`src/hw/rtl/cac_pkg.sv`:
```
package cac_pkg;

  // Data format
  localparam int DATA_WIDTH = 24;
  localparam int FRAC_BITS  = 16;

  // Derived widths
  localparam int PROD_W  = 2 * DATA_WIDTH;
  localparam int SUM_W   = PROD_W + 1;
  localparam int QUO_W   = DATA_WIDTH + 1;
  localparam int SHIFT   = QUO_W - FRAC_BITS - 1;
  localparam int MAG_W   = PROD_W - FRAC_BITS;
  localparam int LIMIT_W = DATA_WIDTH - 1;
  localparam int NUM_CELLS = QUO_W;

  localparam logic [LIMIT_W-1:0] LIMIT_RESET = LIMIT_W'(100 << FRAC_BITS);
  localparam logic [MAG_W-1:0]   MAG_TOP     = MAG_W'((64'd1 << (DATA_WIDTH - 1)) - 64'd1);
  localparam logic [PROD_W-1:0]  ROUND_HALF  = PROD_W'(64'd1 << (FRAC_BITS - 1));

  // Configuration port
  localparam int APB_ADDR_W = 3;
  localparam int APB_DATA_W = 32;
  localparam logic REG_RANGE_LIMIT = 1'b0;

  typedef enum logic [1:0] {
    CMD_ADD = 2'd0,
    CMD_SUB = 2'd1,
    CMD_MUL = 2'd2,
    CMD_DIV = 2'd3
  } cmd_e;

  // One result component on its way through the divider chain
  typedef struct packed {
    logic              neg;
    logic              ovf;
    logic [MAG_W-1:0]  mag;
    logic [PROD_W-1:0] rem;
    logic [QUO_W-1:0]  dvd;
    logic [QUO_W-1:0]  quo;
  } lane_t;

  typedef struct packed {
    logic              valid;
    logic              is_div;
    logic              dz;
    logic [PROD_W-1:0] dsr;
    lane_t             re;
    lane_t             im;
  } stage_t;

endpackage

```
`src/hw/rtl/cac_cell.sv`:
```
module cac_cell import cac_pkg::*; (
  input  logic   clk_i,
  input  logic   rst_ni,
  input  logic   en_i,
  input  stage_t stage_i,
  output stage_t stage_o
);

  logic [PROD_W:0] t_re, t_im, dx;
  logic            ge_re, ge_im;
  stage_t          st_d, st_q;

  // One restoring division step on both lanes
  assign dx    = {1'b0, stage_i.dsr};
  assign t_re  = {stage_i.re.rem, stage_i.re.dvd[QUO_W-1]};
  assign t_im  = {stage_i.im.rem, stage_i.im.dvd[QUO_W-1]};
  assign ge_re = (t_re >= dx);
  assign ge_im = (t_im >= dx);

  always_comb begin
    st_d        = stage_i;
    st_d.re.rem = ge_re ? PROD_W'(t_re - dx) : t_re[PROD_W-1:0];
    st_d.im.rem = ge_im ? PROD_W'(t_im - dx) : t_im[PROD_W-1:0];
    st_d.re.dvd = {stage_i.re.dvd[QUO_W-2:0], 1'b0};
    st_d.im.dvd = {stage_i.im.dvd[QUO_W-2:0], 1'b0};
    st_d.re.quo = {stage_i.re.quo[QUO_W-2:0], ge_re};
    st_d.im.quo = {stage_i.im.quo[QUO_W-2:0], ge_im};
  end

  always_ff @(posedge clk_i or negedge rst_ni) begin
    if (!rst_ni) begin
      st_q <= '0;
    end else if (en_i) begin
      st_q <= st_d;
    end
  end

  assign stage_o = st_q;

endmodule

```
`config.mk`:
```
export PLATFORM = sky130hd
export DESIGN_NAME = cac_cell
export DESIGN_NICKNAME = d
export VERILOG_FILES = /design/src/hw/rtl/cac_pkg.sv /design/src/hw/rtl/cac_cell.sv
export SDC_FILE = /design/constraint.sdc
export NUM_CORES = 1
export LEC_CHECK = 0
export BUFFER_PORTS_ARGS = -buffer_cell sky130_fd_sc_hd__buf_2
export CORE_AREA = 5 5 244 246
export DETAILED_ROUTE_END_ITERATION = 8
export DIE_AREA = 0 0 249 251
export PLACE_DENSITY_LB_ADDON = 0.08
export SYNTH_ARGS = -nofsm -noshare
export SYNTH_HDL_FRONTEND = slang
export SYNTH_SLANG_ARGS = --single-unit
```
`constraint.sdc`:
```
create_clock -name clk_i -period 1.4 [get_ports clk_i]
set_input_delay 0 -clock clk_i [delete_from_list [all_inputs] [get_ports clk_i]]
set_output_delay 0 -clock clk_i [all_outputs]
set_load 0.02 [all_outputs]
```
Word-level counts from Yosys, hierarchy flattened
Cells that the tools add are included.
{"block": "op_classes", "muxes": 2, "addsub": 2, "n_lt_le_gt_ge": 2}
{"operator": "greater-or-equal comparator 49 x 48 -> 1 bit", "n": 2}
{"operator": "2-to-1 mux 48 bit", "n": 2}
{"operator": "subtractor 48 bit", "n": 2}
{"block": "word_totals", "input_bits": 318, "regBits": 313, "word_cells": 22}

Logic depth before layout (Yosys ltp)
{"block": "depth", "word_depth": 2, "ltp_mapped": 15, "mapped_depth_nobuf": 13}

Worst setup path after synthesis
No wires, ideal clock.
{"block": "synth_path", "path_type": "input to register", "start": "input port stage_i[265] (netlist name)", "end": "register st_q (netlist bit stage_o[81])", "arrival_ps": 2664, "setup_ps": 137, "path_stages": 14, "required_time_ps": 1263, "path_slack_ps": -1401, "cell_sequence": "inv_1 ha_1 nor2b_1 o31a_1 o31a_1 o41ai_4 or4b_1 nand2_1 a221o_1 a31o_1 buf_6 buf_6 mux2i_1 a21oi_1"}
{"block": "synth_between", "elab_chain_cells": 2}
{"element": "from (decl)", "line": "cac_cell.sv:5", "rtl": "input stage_t stage_i,"}
{"element": "subtractor 48 bit / greater-or-equal comparator 49 x 48 -> 1 bit (equally long branches)", "line": "cac_cell.sv:23, cac_cell.sv:18"}
{"element": "2-to-1 mux 48 bit (*)", "line": "cac_cell.sv:23", "rtl": "st_d.im.rem = ge_im ? PROD_W'(t_im - dx) : t_im[PROD_W-1:0];"}
{"element": "to (signal assigned)", "line": "cac_cell.sv:34", "rtl": "st_q <= st_d;"}
{"element": "to (decl)", "line": "cac_cell.sv:11", "rtl": "stage_t st_d, st_q;"}
Mark *: on every way between the ends. The rest lies on a longest branch, timed or not.
A chain may end at the register's enable or synchronous reset.

Worst setup path after layout
{"block": "layout_path", "start": "input port stage_i[300] (netlist name)", "end": "register st_q (netlist bit stage_o[221])"}
{"block": "layout_between", "elab_chain_cells": 2}
{"element": "subtractor 48 bit / greater-or-equal comparator 49 x 48 -> 1 bit (equally long branches)", "line": "cac_cell.sv:22, cac_cell.sv:17"}
{"element": "2-to-1 mux 48 bit (*)", "line": "cac_cell.sv:22", "rtl": "st_d.re.rem = ge_re ? PROD_W'(t_re - dx) : t_re[PROD_W-1:0];"}
Marked as above.

==> reports/results.ini <==
[status]
status=finished, violations left
failed_checks=hold timing, setup timing

[placed_design]
io_buffers=628
dp_hpwl_um=62870
place_inst=3586
dpl_cell_area_um2=26200
dp_slack_ps=-1940
gp_congestion=0.8823

[die]
initial_core_util_pct=31.78
row_count=88
core_area_um2=57140
num_io_pins=633
die_w_um=249
die_area_um2=62500
die_h_um=251

[grt]
first_global_vias=20980
grt_max_degree=63
antenna_found_initial=11
grt_util_all_layers_pct=24.99
grt_first_pass_wirelength_um=123600
grt_overflow=0

[routing]
vias=19560
drt-pass1-iter-count=7
drc_errors=0
wl_per_cell_um=20.32
drtAntennaViolNets=0
wl_um=82070
viasPerCell=4.844
drt_iter0_markers=955

[pwr]
p_leak_nw=15.71
ir_worst_vdd_mv=0.9965
p_per_area_nw_per_um2=1054
finalPower_mw=34.26

[synthesis]
yosysTopAreaCellShare_pct=43.13
synth_common_cells=313 x dfrtp_1, 218 x a21oi_1, 218 x mux2_2, 155 x nor2_1, 96 x ha_1
yosys-top-cells-area=dfrtp_1 43%, mux2_2 14%, ha_1 6.6%, a21oi_1 6.0%, nor2_1 3.2%
synth_ff_type=dfrtp_1
synth_cells=1789
synth_top_cell_by_area=dfrtp_1
ys_seq_elements=313
synth-seq-area-share_pct=43.13
syn_area_um2=18160
async_flop_share_pct=100.0
syn_area_per_cell_um2=10.15
yosysMostFrequentCell=dfrtp_1
synth_warnings=0
synth_cell_type_count=68
synth-edff-count=0

[sta]
slew_viol_final=0
setup_violations=98
fin_crit_ps=2412
finalWorstSetupSlack_ps=-1012
clock_skew_ps=0
finalHoldViolCount=1
fin_crit_sh_pct=172.3
whs_ps=-177.7
rsz0062_at_grt=yes
max_freq_mhz=414.6
finalSetupTns_ps=-90500

[setup_path]
end_kind=flop
r2r_setup_slack_ps=70
crit_path_start_kind=input pin
rr_worst_depth=2
path_max_fanout=8
critPathKind=in -> reg
timing.rr.end=stage_o[312]
arrival_ps=2870
reg2reg_from=stage_o[312]
required_ps=1860

[clocking]
cts.sinks=313
clk_path_buf_depth=3
path_clk_slew_ps=60
cts_tree=done
clk_latency_ps=570
cts_max_level=2
clockRootBuffer=clkbuf_16
cts_made_buffers=39

[worst_hold_path]
holdPathEnd=stage_o[52]
hp-class=in -> reg
hp-start=stage_i[51]
min_path_cells=3

[final_layout]
drive_gt1_share_pct=50.78
fin_cells=4039
syn_to_final_growth_pct=79.00
largest_reg_flops=313
fin_util_pct=56.88
final_nets=3655
final_design_area_no_fill_um2=32500

[run]
cap_violations=0

worst max-delay path by stage:
stage | startpoint | endpoint | slack, ps | cells after the start
2_1_floorplan | stage_i[50] | stage_o[53] | -1310 | 13
3_3_place_gp | stage_i[181] | stage_o[228] | -1870 | 15
3_5_place_dp | stage_i[181] | stage_o[228] | -1940 | 15
4_1_cts | stage_i[266] | stage_o[83] | -980 | 16
5_1_grt | stage_i[265] | stage_o[70] | -1130 | 15
6_report | stage_i[300] | stage_o[221] | -1010 | 17
routing by layer:
| metal | routed length [um] | GRT usage, % | vias to the layer above |
|---|---|---|---|
| met5 | 27 | 0 | - |
| met4 | 3309 | 9.286 | 4 |
| met3 | 4350 | 5.007 | 140 |
| met2 | 40890 | 44.16 | 551 |
| met1 | 33490 | 30.29 | 9560 |
| li1 | - | - | 9308 |
logic make-up (layout without fill, tap and decap cells):
logic type | Yosys count | count (layout) | share of synthesized area, %
compound gates | 468 | 468 | 16.11
buf+inv | 170 | 1647 | 3.865
flops | 313 | 313 | 43.13
fa+ha+maj | 98 | 98 | 6.835
other cells | 1 | 9 | 0.02065
xor+xnor | 79 | 79 | 3.810
mux | 273 | 273 | 16.55
simple gates | 387 | 387 | 9.674
where the power goes:
group,leakage (nW),switching [mW],internal (mW)
Sequential,3.62,0.675,10.2
Clock,0.675,4.29,6.61
Combinational,11.4,6.52,5.96
worst max-delay path, stage by stage:
cell	delay, ps
buf_2	120
inv_1	130
ha_1	280
o21ai_2	80
o21ai_1	90
a221o_1	360
a221o_1	360
a31o_1	220
a211o_1	280
a31oi_4	180
buf_12	150
buf_6	110
buf_8	120
buf_8	130
nor2_1	40
mux2i_1	130
a21oi_1	80
layout by cell type (no fill, tap or decap), types with 45 or more instances in the layout:
| cell type | n |
|---|---|
| mux2i_1 | 45 |
| inv_1 | 49 |
| buf_2 | 612 |
| nor2_1 | 136 |
| xnor2_1 | 49 |
| a21oi_2 | 52 |
| buf_4 | 485 |
| a21oi_1 | 165 |
| a21o_1 | 69 |
| nand2_1 | 85 |
| ha_1 | 67 |
| dlygate4sd3_1 | 332 |
| dfrtp_1 | 313 |
| mux2_2 | 217 |
cell type report:
cell class	instances	area (um^2)
timing repair buffer	1507	11280
fill	5018	24640
clock buffer	50	1077
inverter	71	316.6
sequential	313	7833
antenna	7	17.52
multi-input combinational	1307	10720
clock inverter	19	306.5
tap	765	957.2
repair_timing:
action	4_1_cts	5_1_grt
pin swaps	93	69
resized for setup	179	89
hold endpoints to repair	624	2
buffers inserted	27	18
gates cloned	6	2
setup endpoints to repair	98	98
hold buffers	332	1
(Power assumes the default switching activity.)
