<file path="config.mk">
export PLATFORM = sky130hd
export DESIGN_NAME = cac_back
export DESIGN_NICKNAME = d
export VERILOG_FILES = /design/src/hw/rtl/cac_pkg.sv /design/src/hw/rtl/cac_back.sv
export SDC_FILE = /design/constraint.sdc
export NUM_CORES = 1
export LEC_CHECK = 0
export BUFFER_PORTS_ARGS = -buffer_cell sky130_fd_sc_hd__buf_2
export CAP_MARGIN = 10
export CORE_AREA = 2 2 150 152
export CTS_CLUSTER_SIZE = 8
export DETAILED_ROUTE_END_ITERATION = 8
export DIE_AREA = 0 0 152 154
export REMOVE_ABC_BUFFERS = 1
export SLEW_MARGIN = 20
export SYNTH_ARGS = -nofsm -noshare
export SYNTH_HDL_FRONTEND = slang
export SYNTH_SLANG_ARGS = --single-unit
</file>
<file path="constraint.sdc">
create_clock -name clk_i -period 0.9 [get_ports clk_i]
set_input_delay 0.18 -clock clk_i [delete_from_list [all_inputs] [get_ports clk_i]]
set_output_delay 0.18 -clock clk_i [all_outputs]
set_load 0.005 [all_outputs]
</file>
<file path="src/hw/rtl/cac_pkg.sv">
package cac_pkg;

  // Data format
  localparam int DATA_WIDTH = 24;
  localparam int FRAC_BITS  = 16;

  // Derived widths
  localparam int PROD_W  = 2 * DATA_WIDTH;
  localparam int SUM_W   = PROD_W + 1;
  localparam int QUO_W   = DATA_WIDTH + 1;
  localparam int SHIFT   = QUO_W - FRAC_BITS - 1;
  localparam int MAG_W   = PROD_W - FRAC_BITS;
  localparam int LIMIT_W = DATA_WIDTH - 1;
  localparam int NUM_CELLS = QUO_W;

  localparam logic [LIMIT_W-1:0] LIMIT_RESET = LIMIT_W'(100 << FRAC_BITS);
  localparam logic [MAG_W-1:0]   MAG_TOP     = MAG_W'((64'd1 << (DATA_WIDTH - 1)) - 64'd1);
  localparam logic [PROD_W-1:0]  ROUND_HALF  = PROD_W'(64'd1 << (FRAC_BITS - 1));

  // Configuration port
  localparam int APB_ADDR_W = 3;
  localparam int APB_DATA_W = 32;
  localparam logic REG_RANGE_LIMIT = 1'b0;

  typedef enum logic [1:0] {
    CMD_ADD = 2'd0,
    CMD_SUB = 2'd1,
    CMD_MUL = 2'd2,
    CMD_DIV = 2'd3
  } cmd_e;

  // One result component on its way through the divider chain
  typedef struct packed {
    logic              neg;
    logic              ovf;
    logic [MAG_W-1:0]  mag;
    logic [PROD_W-1:0] rem;
    logic [QUO_W-1:0]  dvd;
    logic [QUO_W-1:0]  quo;
  } lane_t;

  typedef struct packed {
    logic              valid;
    logic              is_div;
    logic              dz;
    logic [PROD_W-1:0] dsr;
    lane_t             re;
    lane_t             im;
  } stage_t;

endpackage

</file>
<file path="src/hw/rtl/cac_back.sv">
module cac_back import cac_pkg::*; (
  input  logic                         clk_i,
  input  logic                         rst_ni,
  input  logic                         en_i,
  input  stage_t                       stage_i,
  input  logic [LIMIT_W-1:0]           limit_i,
  output logic                         valid_o,
  output logic signed [DATA_WIDTH-1:0] res_real_o,
  output logic signed [DATA_WIDTH-1:0] res_imag_o,
  output logic                         div_zero_o
);

  logic [QUO_W-1:0]      qr_re, qr_im;
  logic [MAG_W-1:0]      mag_re, mag_im;
  logic                  drop_re, drop_im;
  logic [DATA_WIDTH-1:0] val_re, val_im;
  logic                  valid_q, dz_q;
  logic [DATA_WIDTH-1:0] re_q, im_q;

  // Round the quotient half away from zero
  assign qr_re = QUO_W'(({1'b0, stage_i.re.quo} + (QUO_W + 1)'(1)) >> 1);
  assign qr_im = QUO_W'(({1'b0, stage_i.im.quo} + (QUO_W + 1)'(1)) >> 1);

  assign mag_re = stage_i.is_div ? MAG_W'(qr_re) : stage_i.re.mag;
  assign mag_im = stage_i.is_div ? MAG_W'(qr_im) : stage_i.im.mag;

  // Drop components beyond the limit or the data range, and both on a zero divisor
  assign drop_re = stage_i.re.ovf || stage_i.dz || (mag_re > MAG_W'(limit_i)) ||
                   (mag_re > MAG_TOP);
  assign drop_im = stage_i.im.ovf || stage_i.dz || (mag_im > MAG_W'(limit_i)) ||
                   (mag_im > MAG_TOP);

  assign val_re = drop_re ? '0 :
                  (stage_i.re.neg ? DATA_WIDTH'(-mag_re) : DATA_WIDTH'(mag_re));
  assign val_im = drop_im ? '0 :
                  (stage_i.im.neg ? DATA_WIDTH'(-mag_im) : DATA_WIDTH'(mag_im));

  always_ff @(posedge clk_i or negedge rst_ni) begin
    if (!rst_ni) begin
      valid_q <= 1'b0;
    end else if (en_i) begin
      valid_q <= stage_i.valid;
    end
  end

  always_ff @(posedge clk_i) begin
    if (en_i) begin
      re_q <= val_re;
      im_q <= val_im;
      dz_q <= stage_i.dz;
    end
  end

  assign valid_o    = valid_q;
  assign res_real_o = re_q;
  assign res_imag_o = im_q;
  assign div_zero_o = dz_q;

endmodule

</file>
==> After elaboration in Yosys (flattened, before gate mapping) <==
Cells that the tools add are included.
{ "word_totals": {"inputBits": 341, "regBits": 50} }
{ "classes": {"mux": 4, "reduce_logical": 6, "n_lt_le_gt_ge": 4, "addsub": 4} }
{ "op_table": {"columns": ["operator", "n"], "rows": [
  ["32-bit by 23-bit > comparator with 1-bit output", 2],
  ["32-bit by 23-bit > comparator with 1-bit output (second input constant)", 2],
  ["32-bit 2-to-1 mux", 2],
  ["25-bit by 1-bit adder with 26-bit output (second input constant)", 2],
  ["24-bit 2-to-1 mux", 2],
  ["24-bit negation", 2],
  ["1-bit logical OR", 6]
]} }

==> Longest topological paths before layout <==
Gate-level depths: netlist (run 1).
{ "depth": {"depth_word": 5, "mapped_depth": 17, "ltp_nobuf": 14} }

==> Least setup slack after synthesis (run 1) <==
Ideal clock, no wire load.
{ "synth_timing": {"path_kind": "input to register", "from": "in stage_i[313] (netlist name)", "to": "reg re_q[10], in the netlist res_real_o[10], data pin", "arrival_time_ps": 3452, "stages": 16, "path_buffers": 6, "slack_ps": -2691, "setup_ps": 140, "cell_sequence": "buf_2 -> buf_2 -> buf_1 -> clkbuf_1 -> clkbuf_1 -> mux2i_1 -> ha_1 -> nand2b_1 -> a21oi_1 -> o21a_1 -> o21a_1 -> a2111oi_0 -> o21ai_0 -> a211o_1 -> clkbuf_1 -> nor2_1"} }
{ "synth_via": {"elab_chain_len": 4, "elab_cells_between_ends": 7} }
{ "synth_rtl": {"columns": ["element", "line_no", "source"], "rows": [
  ["from (decl)", "cac_back.sv:5", "input stage_t stage_i,"],
  ["32-bit 2-to-1 mux (*)", "cac_back.sv:24", "assign mag_re = stage_i.is_div ? MAG_W'(qr_re) : stage_i.re.mag;"],
  ["32-bit by 23-bit > comparator with 1-bit output", "cac_back.sv:28", "assign drop_re = stage_i.re.ovf || stage_i.dz || (mag_re > MAG_W'(limit_i)) ||"],
  ["1-bit logical OR (2 in a row)", "cac_back.sv:28", null],
  ["to (signal assigned)", "cac_back.sv:48", "re_q <= val_re;"],
  ["to (decl)", "cac_back.sv:18", "logic [DATA_WIDTH-1:0] re_q, im_q;"]
]} }
Mark *: on every way between the ends. The rest lies on a longest branch, timed or not.
A chain may end at the register's enable or synchronous reset.

==> Worst setup path after layout (run 1) <==
{ "layout_timing": {"from": "in stage_i[139] (netlist name)", "to": "reg re_q[12], in the netlist res_real_o[12], data pin"} }
{ "layout_via": {"elab_chain_len": 5, "elab_cells_between_ends": 8} }
{ "layout_rtl": {"columns": ["element", "line_no", "source"], "rows": [
  ["25-bit by 1-bit adder with 26-bit output (*)", "cac_back.sv:21", "assign qr_re = QUO_W'(({1'b0, stage_i.re.quo} + (QUO_W + 1)'(1)) >> 1);"],
  ["32-bit 2-to-1 mux (*)", "cac_back.sv:24", null],
  ["32-bit by 23-bit > comparator with 1-bit output", "cac_back.sv:28", null],
  ["1-bit logical OR (2 in a row)", "cac_back.sv:28", null]
]} }
Marks and branches as above.

==> qor.yml, run 1 <==
outcome: "complete, but fails checks"
violations: "negative setup slack"
critPathBufInv: 3
instances_no_fill: 1362
cts.sinks: 50
htree_levels: 2
drt_iter0_markers: 328
clock.fmax_ghz: 0.324
io_buffers: 196
die-width_um: 152
place_area_sq_um: 8360
synth-async-reset-ratio_pct: 2.00
postSynthAreaPerCell_sq_um: 8.17
crit_fanout: 7
grt_pass1_vias: 6746
areaGrowthSynthToFinish_pct: 75.7
critPathSlowestCell: "or4_4"
rsz0062_at_grt: "yes"
clk_path_buf_depth: 2
p_total_w: 0.00855
antenna_cells: 0
grt_use_total_pct: 18.2
synth_area_leaders: "edfxtp_1 27%, ha_1 11%, nor2_1 6.9%"
seq_area_frac_synth_pct: 27.1
p_sw_w: 0.00288
die_area_sq_um: 23400
clockRootBuffer: "clkbuf_16"
dr.pass1.iters: 4
route.vias.total: 6746
tritoncts: "yes"
finalMaxSlewViolations: 0
slew_headroom_pct: 66.2
min_period_ps: 3080
intPower_w: 0.00567
r2r_end: "valid_o$_DFFE_PN0P_"
crit_cells: 16
maxCapViolCount: 0
max_stage_delay_ps: 510
drive_gt1_share_pct: 52.9
clock_skew_ps: 0
p_leak_nw: 4.18
clk_pin_slew_ps: 70
routed_via_density: 4.95
arrival_ps: 3250
detail_route.wl_per_cell_um: 16.3
synth_area_sq_um: 5510
std_cell_rows: 54
overflow: 0
worstPathRequired_ps: 1070
ys_ff_latch: 50
synth_top_area_share_pct: 26.7
hold_path.class: "in2reg"
power.clock.fraction_pct: 22.6
synth_area_leader_cell: "edfxtp_1"
synth_flop_cell: "edfxtp_1"
endpoint_kind: "flop"
crit_top_cell: "o21ai_1"
reg2reg_slack_ps: 140
route.detailed.drc: 0
synth_warnings: 0
detail-route-antenna-nets: 0
critPathLaunchType: "primary input"
nets: 1472
cp_top_family: "simple AND/OR/NAND/NOR gates"
p_seq_share_pct: 32.1
setup_violations: 98
die_h_um: 154
pin_count: 391
utilization_pct: 44.7
setup_slack_ps: -2180
crit_type: "in2reg"
vdd_drop_max_uv: 625
ys_types: 63
reg2reg_from: "valid_o$_DFFE_PN0P_"
drt-total-wl_um: 22200
antenna_found_initial: 1
worst_pin_slew_ps: 502
nFillCells: 2154
gp_congestion: 0.860
synth_edf_count: 49
fin_crit_sh_pct: 342
core_sq_um: 21700
dp.cells: 1331
cp-endpoint: "res_real_o[12]$_SDFFCE_PP0P_"
holdWs_ps: 114
post-route-cell-area_sq_um: 9690
worstSkewPairLatency_ps: 300
switching_share_pct: 33.7
grt_max_degree: 30
comb_power_share_pct: 45.2
powerDensity_nw_per_um2: 882
cp-startpoint: "stage_i[139]"
crit_chain: "buf_4 -> buf_6 -> nand4_1 -> or4_4 -> or3_4 -> a31oi_4 -> ha_4 -> nand2_2 -> nor2_1 -> a211oi_2 -> o21ai_1 -> a21oi_1 -> o21ai_1 -> a211o_4 -> buf_16 -> nor2_2"
hpwl_um: 17800
grt_pass1_wl_um: 34200
cts_buffers: 5
hold_violations: 0
reg2regPathDepth: 1
synth_cells: 675
start_util_pct: 25.4
-- worst min-delay path by stage --
stage | start | endpoint | slack (ps) | depth (start not counted)
floorplan | rst_ni | valid_o$_DFFE_PN0P_ | -120 | 0
global placement | rst_ni | valid_o$_DFFE_PN0P_ | -40 | 1
detailed placement | rst_ni | valid_o$_DFFE_PN0P_ | -40 | 1
CTS | stage_i[314] | valid_o$_DFFE_PN0P_ | 110 | 2
global route | stage_i[314] | valid_o$_DFFE_PN0P_ | 120 | 2
finish | stage_i[314] | valid_o$_DFFE_PN0P_ | 110 | 2
-- through the flow --
| step | worst slack [ps] | setup TNS, ps |
|---|---|---|
| after floorplan | -2770 | -129450 |
| after global placement | -2830 | -124350 |
| after detailed placement | -2910 | -128040 |
| after CTS | -2210 | -108040 |
| after global routing | -2250 | -109850 |
| final | -2180 | -104020 |
-- power by group through the flow --
stage,combinational [W],clock (W),sequential (W)
5_1_grt,0.00424,0.00206,0.00276
3_5_place_dp,0.00323,0,0.00280
4_1_cts,0.00353,0.00197,0.00275
6_report,0.00387,0.00194,0.00275
3_3_place_gp,0.00318,0,0.00281
2_1_floorplan,0.00132,0,0.00281
-- Yosys cell counts (3+ instances only) --
cell	count
o41ai_1	7
a21oi_1	27
xnor2_1	21
nand3_1	24
a21o_1	10
or4_4	3
buf_2	5
edfxtp_1	49
o31ai_1	24
or4_1	14
a31o_2	4
or2_2	7
nor2b_1	4
mux2i_1	6
or3_1	10
o211ai_1	4
ha_1	50
nor3_1	8
xor2_1	34
nand2_1	37
buf_1	3
inv_1	46
o21a_1	4
nor4_1	17
nand2b_1	7
and3_1	6
a211oi_1	6
nor2_1	102
and4_1	4
nand4_1	24
nand3b_1	3
o21ai_0	34
a31oi_1	18
clkbuf_1	16
-- layout make-up --
cell class                      instances  area [sq um]  share of cell area [%]
Tap cell                              280           350                    3.62
Multi-Input combinational cell        553          4550                    46.9
Inverter                               46           173                    1.78
Sequential cell                        50          1500                    15.4
Timing Repair Buffer                  425          2990                    30.8
Clock buffer                            8           136                    1.41
-- per-layer routing --
metal / routed length, um / part of all wire, % / vias up / GRT usage, %
met5: 13 / 0.058 / - / 0
met4: 395 / 1.8 / 2 / 4.14
met3: 1140 / 5.1 / 26 / 3.35
met2: 10600 / 48 / 191 / 31.0
met1: 10100 / 45 / 3179 / 24.0
li1: - / - / 3348 / -
-- repair_timing --
action                                  CTS  global route
gates cloned                              3             1
resized for setup                        97           119
endpoints found under the setup margin   98            98
hold buffers                              1             0
endpoints found under the hold margin     1             0
setup buffers                             8            11
pin swaps                                46            55
-- sequential cells by signal, indices dropped and copies added, names as in the netlist --
name and cells:
valid_o 1, div_zero_o 1, res_real_o 24, res_imag_o 24
-- cell families after synthesis --
logic type                 count (synthesis)  synth area share, %
and+or+nand+nor                          280                 26.3
muxes                                      8                 1.50
xor gates and xnor gates                  55                 8.74
adders and majority gates                 50                 11.3
AOI/OAI and AO/OA                        160                 19.8
DFF                                       50                 27.1
buffers and inverters                     72                 5.22
-- cells in the final DEF, fill, tap and decap left out, drive strengths merged, types with 12 or more instances in the layout --
master    n
or4      19
o31ai    24
inv      46
ha       50
nand2    37
nor4     17
nand3    24
buf     422
nor2    102
xnor2    21
or3      12
a21oi    27
xor2     34
nand4    26
a31oi    21
edfxtp   49
o21ai    36
(Power assumes the default switching activity.)
==> run 2, diff against run 1 <==
--- a/config.mk
+++ b/config.mk
@@ -12,6 +12,7 @@
 export DETAILED_ROUTE_END_ITERATION = 8
 export DIE_AREA = 0 0 152 154
 export REMOVE_ABC_BUFFERS = 1
+export SETUP_SLACK_MARGIN = 0.5
 export SLEW_MARGIN = 20
 export SYNTH_ARGS = -nofsm -noshare
 export SYNTH_HDL_FRONTEND = slang
==> qor.yml, run 2 (synthesis results as in run 1) <==
post-route-cell-area_sq_um: 9760  # was 9690 sq um
reg2regPathDepth: 1  # unchanged
cts_buffers: 5  # unchanged
tritoncts: "yes"  # unchanged
hold_violations: 0  # unchanged
clk_path_buf_depth: 2  # unchanged
comb_power_share_pct: 45.6  # was 45.2%
htree_levels: 2  # unchanged
areaGrowthSynthToFinish_pct: 77.1  # was 75.7%
worstSkewPairLatency_ps: 300  # about the same
min_period_ps: 3070  # was 3080 ps
powerDensity_nw_per_um2: 882  # about the same
busiest_layer: "met2"  # unchanged
gp_congestion: 0.860  # unchanged
cts.sinks: 50  # unchanged
start_util_pct: 25.4  # unchanged
reg2reg_slack_ps: 140  # about the same
drt-total-wl_um: 22600  # was 22200 um
use_met3_pct: 3.61  # was 3.35%
grt_pass1_vias: 6802  # was 6746
finalMaxSlewViolations: 0  # unchanged
power.clock.fraction_pct: 22.5  # was 22.6%
worst_pin_slew_ps: 438  # was 502 ps
setup_violations: 98  # unchanged
clock.fmax_ghz: 0.326  # was 0.324 GHz
route.detailed.drc: 0  # unchanged
arrival_ps: 3240  # was 3250 ps
core_sq_um: 21700  # unchanged
vdd_drop_max_uv: 629  # was 625 uV
worstHoldStart: "stage_i[314]"  # unchanged
die-width_um: 152  # unchanged
grtUsageMet2_pct: 32.0  # was 31.0%
whs_endpoint: "valid_o$_DFFE_PN0P_"  # unchanged
maxCapViolCount: 0  # unchanged
p_seq_share_pct: 31.9  # was 32.1%
hold_path_depth: 2  # unchanged
drt_iter0_markers: 307  # was 328
overflow: 0  # unchanged
clock_skew_ps: 0  # unchanged
detail_route.wl_per_cell_um: 16.6  # was 16.3 um
clk_pin_slew_ps: 70  # about the same
p_total_w: 0.00861  # was 0.00855 W
p_sw_w: 0.00290  # was 0.00288 W
endpoint_kind: "flop"  # unchanged
setup_slack_ps: -2170  # was -2180 ps
io_buffers: 196  # unchanged
fin_crit_sh_pct: 341  # was 342%
crit_fanout: 7  # unchanged
clockRootBuffer: "clkbuf_16"  # unchanged
utilization_pct: 45.0  # was 44.7%
mostFrequentLayoutCells: "201 x buf_4, 181 x buf_2, 58 x nor2_1, 49 x edfxtp_1, 44 x inv_1"  # was 207 x buf_4, 182 x buf_2, 57 x nor2_1, 49 x edfxtp_1, 44 x inv_1
grt_max_degree: 30  # unchanged
routed_via_density: 4.95  # about the same
slew_headroom_pct: 70.5  # was 66.2%
crit_type: "in2reg"  # unchanged
grt_use_total_pct: 18.6  # was 18.2%
rsz0062_at_grt: "yes"  # unchanged
reg2reg_from: "valid_o$_DFFE_PN0P_"  # unchanged
worstPathRequired_ps: 1070  # about the same
outcome: "complete, but fails checks"  # unchanged
critPathLaunchType: "primary input"  # unchanged
std_cell_rows: 54  # unchanged
route.vias.total: 6750  # was 6746
pin_count: 391  # unchanged
met1_usage_pct: 24.3  # was 24.0%
detail-route-antenna-nets: 0  # unchanged
intPower_w: 0.00572  # was 0.00567 W
grt_pass1_wl_um: 34800  # was 34200 um
hpwl_um: 17800  # unchanged
final_common_cell: "buf_4"  # unchanged
hold_path.class: "in2reg"  # unchanged
place_area_sq_um: 8360  # unchanged
violations: "negative setup slack"  # unchanged
p_leak_nw: 4.22  # was 4.18 nW
r2r_end: "valid_o$_DFFE_PN0P_"  # unchanged
nets: 1475  # was 1472
die_area_sq_um: 23400  # unchanged
antenna_cells: 0  # unchanged
drive_gt1_share_pct: 52.2  # was 52.9%
dr.pass1.iters: 5  # was 4
die_h_um: 154  # unchanged
switching_share_pct: 33.7  # about the same
antenna_found_initial: 1  # unchanged
run 2: changes by cell type in the layout (fill, tap and decap cells not counted), moves of 3 or more:
cell,before,now
o31ai_1,18,21
buf_8,3,6
buf_16,1,4
buf_4,207,201
nor2_2,13,10
run 2: how the worst max path moves through the flow:
stage / startpoint / endpoint / slack, ps / depth (start not counted)
2_1_floorplan: stage_i[132] / res_real_o[23]$_SDFFCE_PP0P_ / -2770 / 13
3_3_place_gp: stage_i[132] / res_real_o[19]$_SDFFCE_PP0P_ / -2830 / 15
3_5_place_dp: stage_i[132] / res_real_o[5]$_SDFFCE_PP0P_ / -2910 / 16
4_1_cts: stage_i[137] / res_real_o[5]$_SDFFCE_PP0P_ / -2210 / 16
5_1_grt: stage_i[133] / res_real_o[0]$_SDFFCE_PP0P_ / -2250 / 16
6_report: stage_i[139] / res_real_o[12]$_SDFFCE_PP0P_ / -2170 / 16
run 2: metal layers:
metal / share of wire (%) / routed length [um] / up-vias
met4: 1.6 / 367 / 2
met2: 48 / 10900 / 198
met3: 5.5 / 1250 / 26
li1: - / - / 3346
met5: 0.057 / 13 / -
met1: 45 / 10100 / 3178
run 2: stage by stage:
| step | hold slack, ps | std cells | setup WS [ps] | TNS, ps |
|---|---|---|---|---|
| 6_report | 113 | 1365 | -2170 | -103590 |
| 5_1_grt | 124 | 1365 | -2250 | -110060 |
| 4_1_cts | 109 | 1356 | -2210 | -108040 |
| 3_5_place_dp | -39.4 | 1331 | -2910 | -128040 |
| 3_3_place_gp | -44.1 | 1331 | -2830 | -124350 |
| 2_1_floorplan | -116 | 649 | -2770 | -129450 |
run 2: repair_timing:
action / in CTS / in global routing
endpoints found under the setup margin: 148 / 148
gates resized for setup: 114 / 107
buffers inserted: 10 / 8
pin swaps: 46 / 49
hold buffers: 1 / 0
endpoints found under the hold margin: 1 / 0
gates cloned: 6 / 1
run 2: final cells by class:
cell class | count | area, sq um
clock buffers | 8 | 136
fillers | 2137 | 11900
inverters | 46 | 173
multi-input cells | 553 | 4480
flip-flops and latches | 50 | 1500
well taps | 280 | 350
repair buffers | 428 | 3130
run 2: power by group through the flow:
stage	Sequential, W	Clock [W]	Combinational, W
global route	0.00276	0.00206	0.00430
floorplan	0.00281	0	0.00132
detailed placement	0.00280	0	0.00323
CTS	0.00275	0.00197	0.00362
finish	0.00275	0.00194	0.00393
global placement	0.00281	0	0.00318
run 2: worst max-delay path, stage by stage:
cell,delay (ps)
buf_4,100
buf_6,100
nand4_1,170
or4_4,510
or3_4,360
a31oi_4,260
ha_4,240
nand2_2,60
nor2_1,50
a211oi_2,200
o21ai_1,110
a21oi_1,120
o21ai_1,90
a211o_4,400
buf_16,180
nor2_2,100
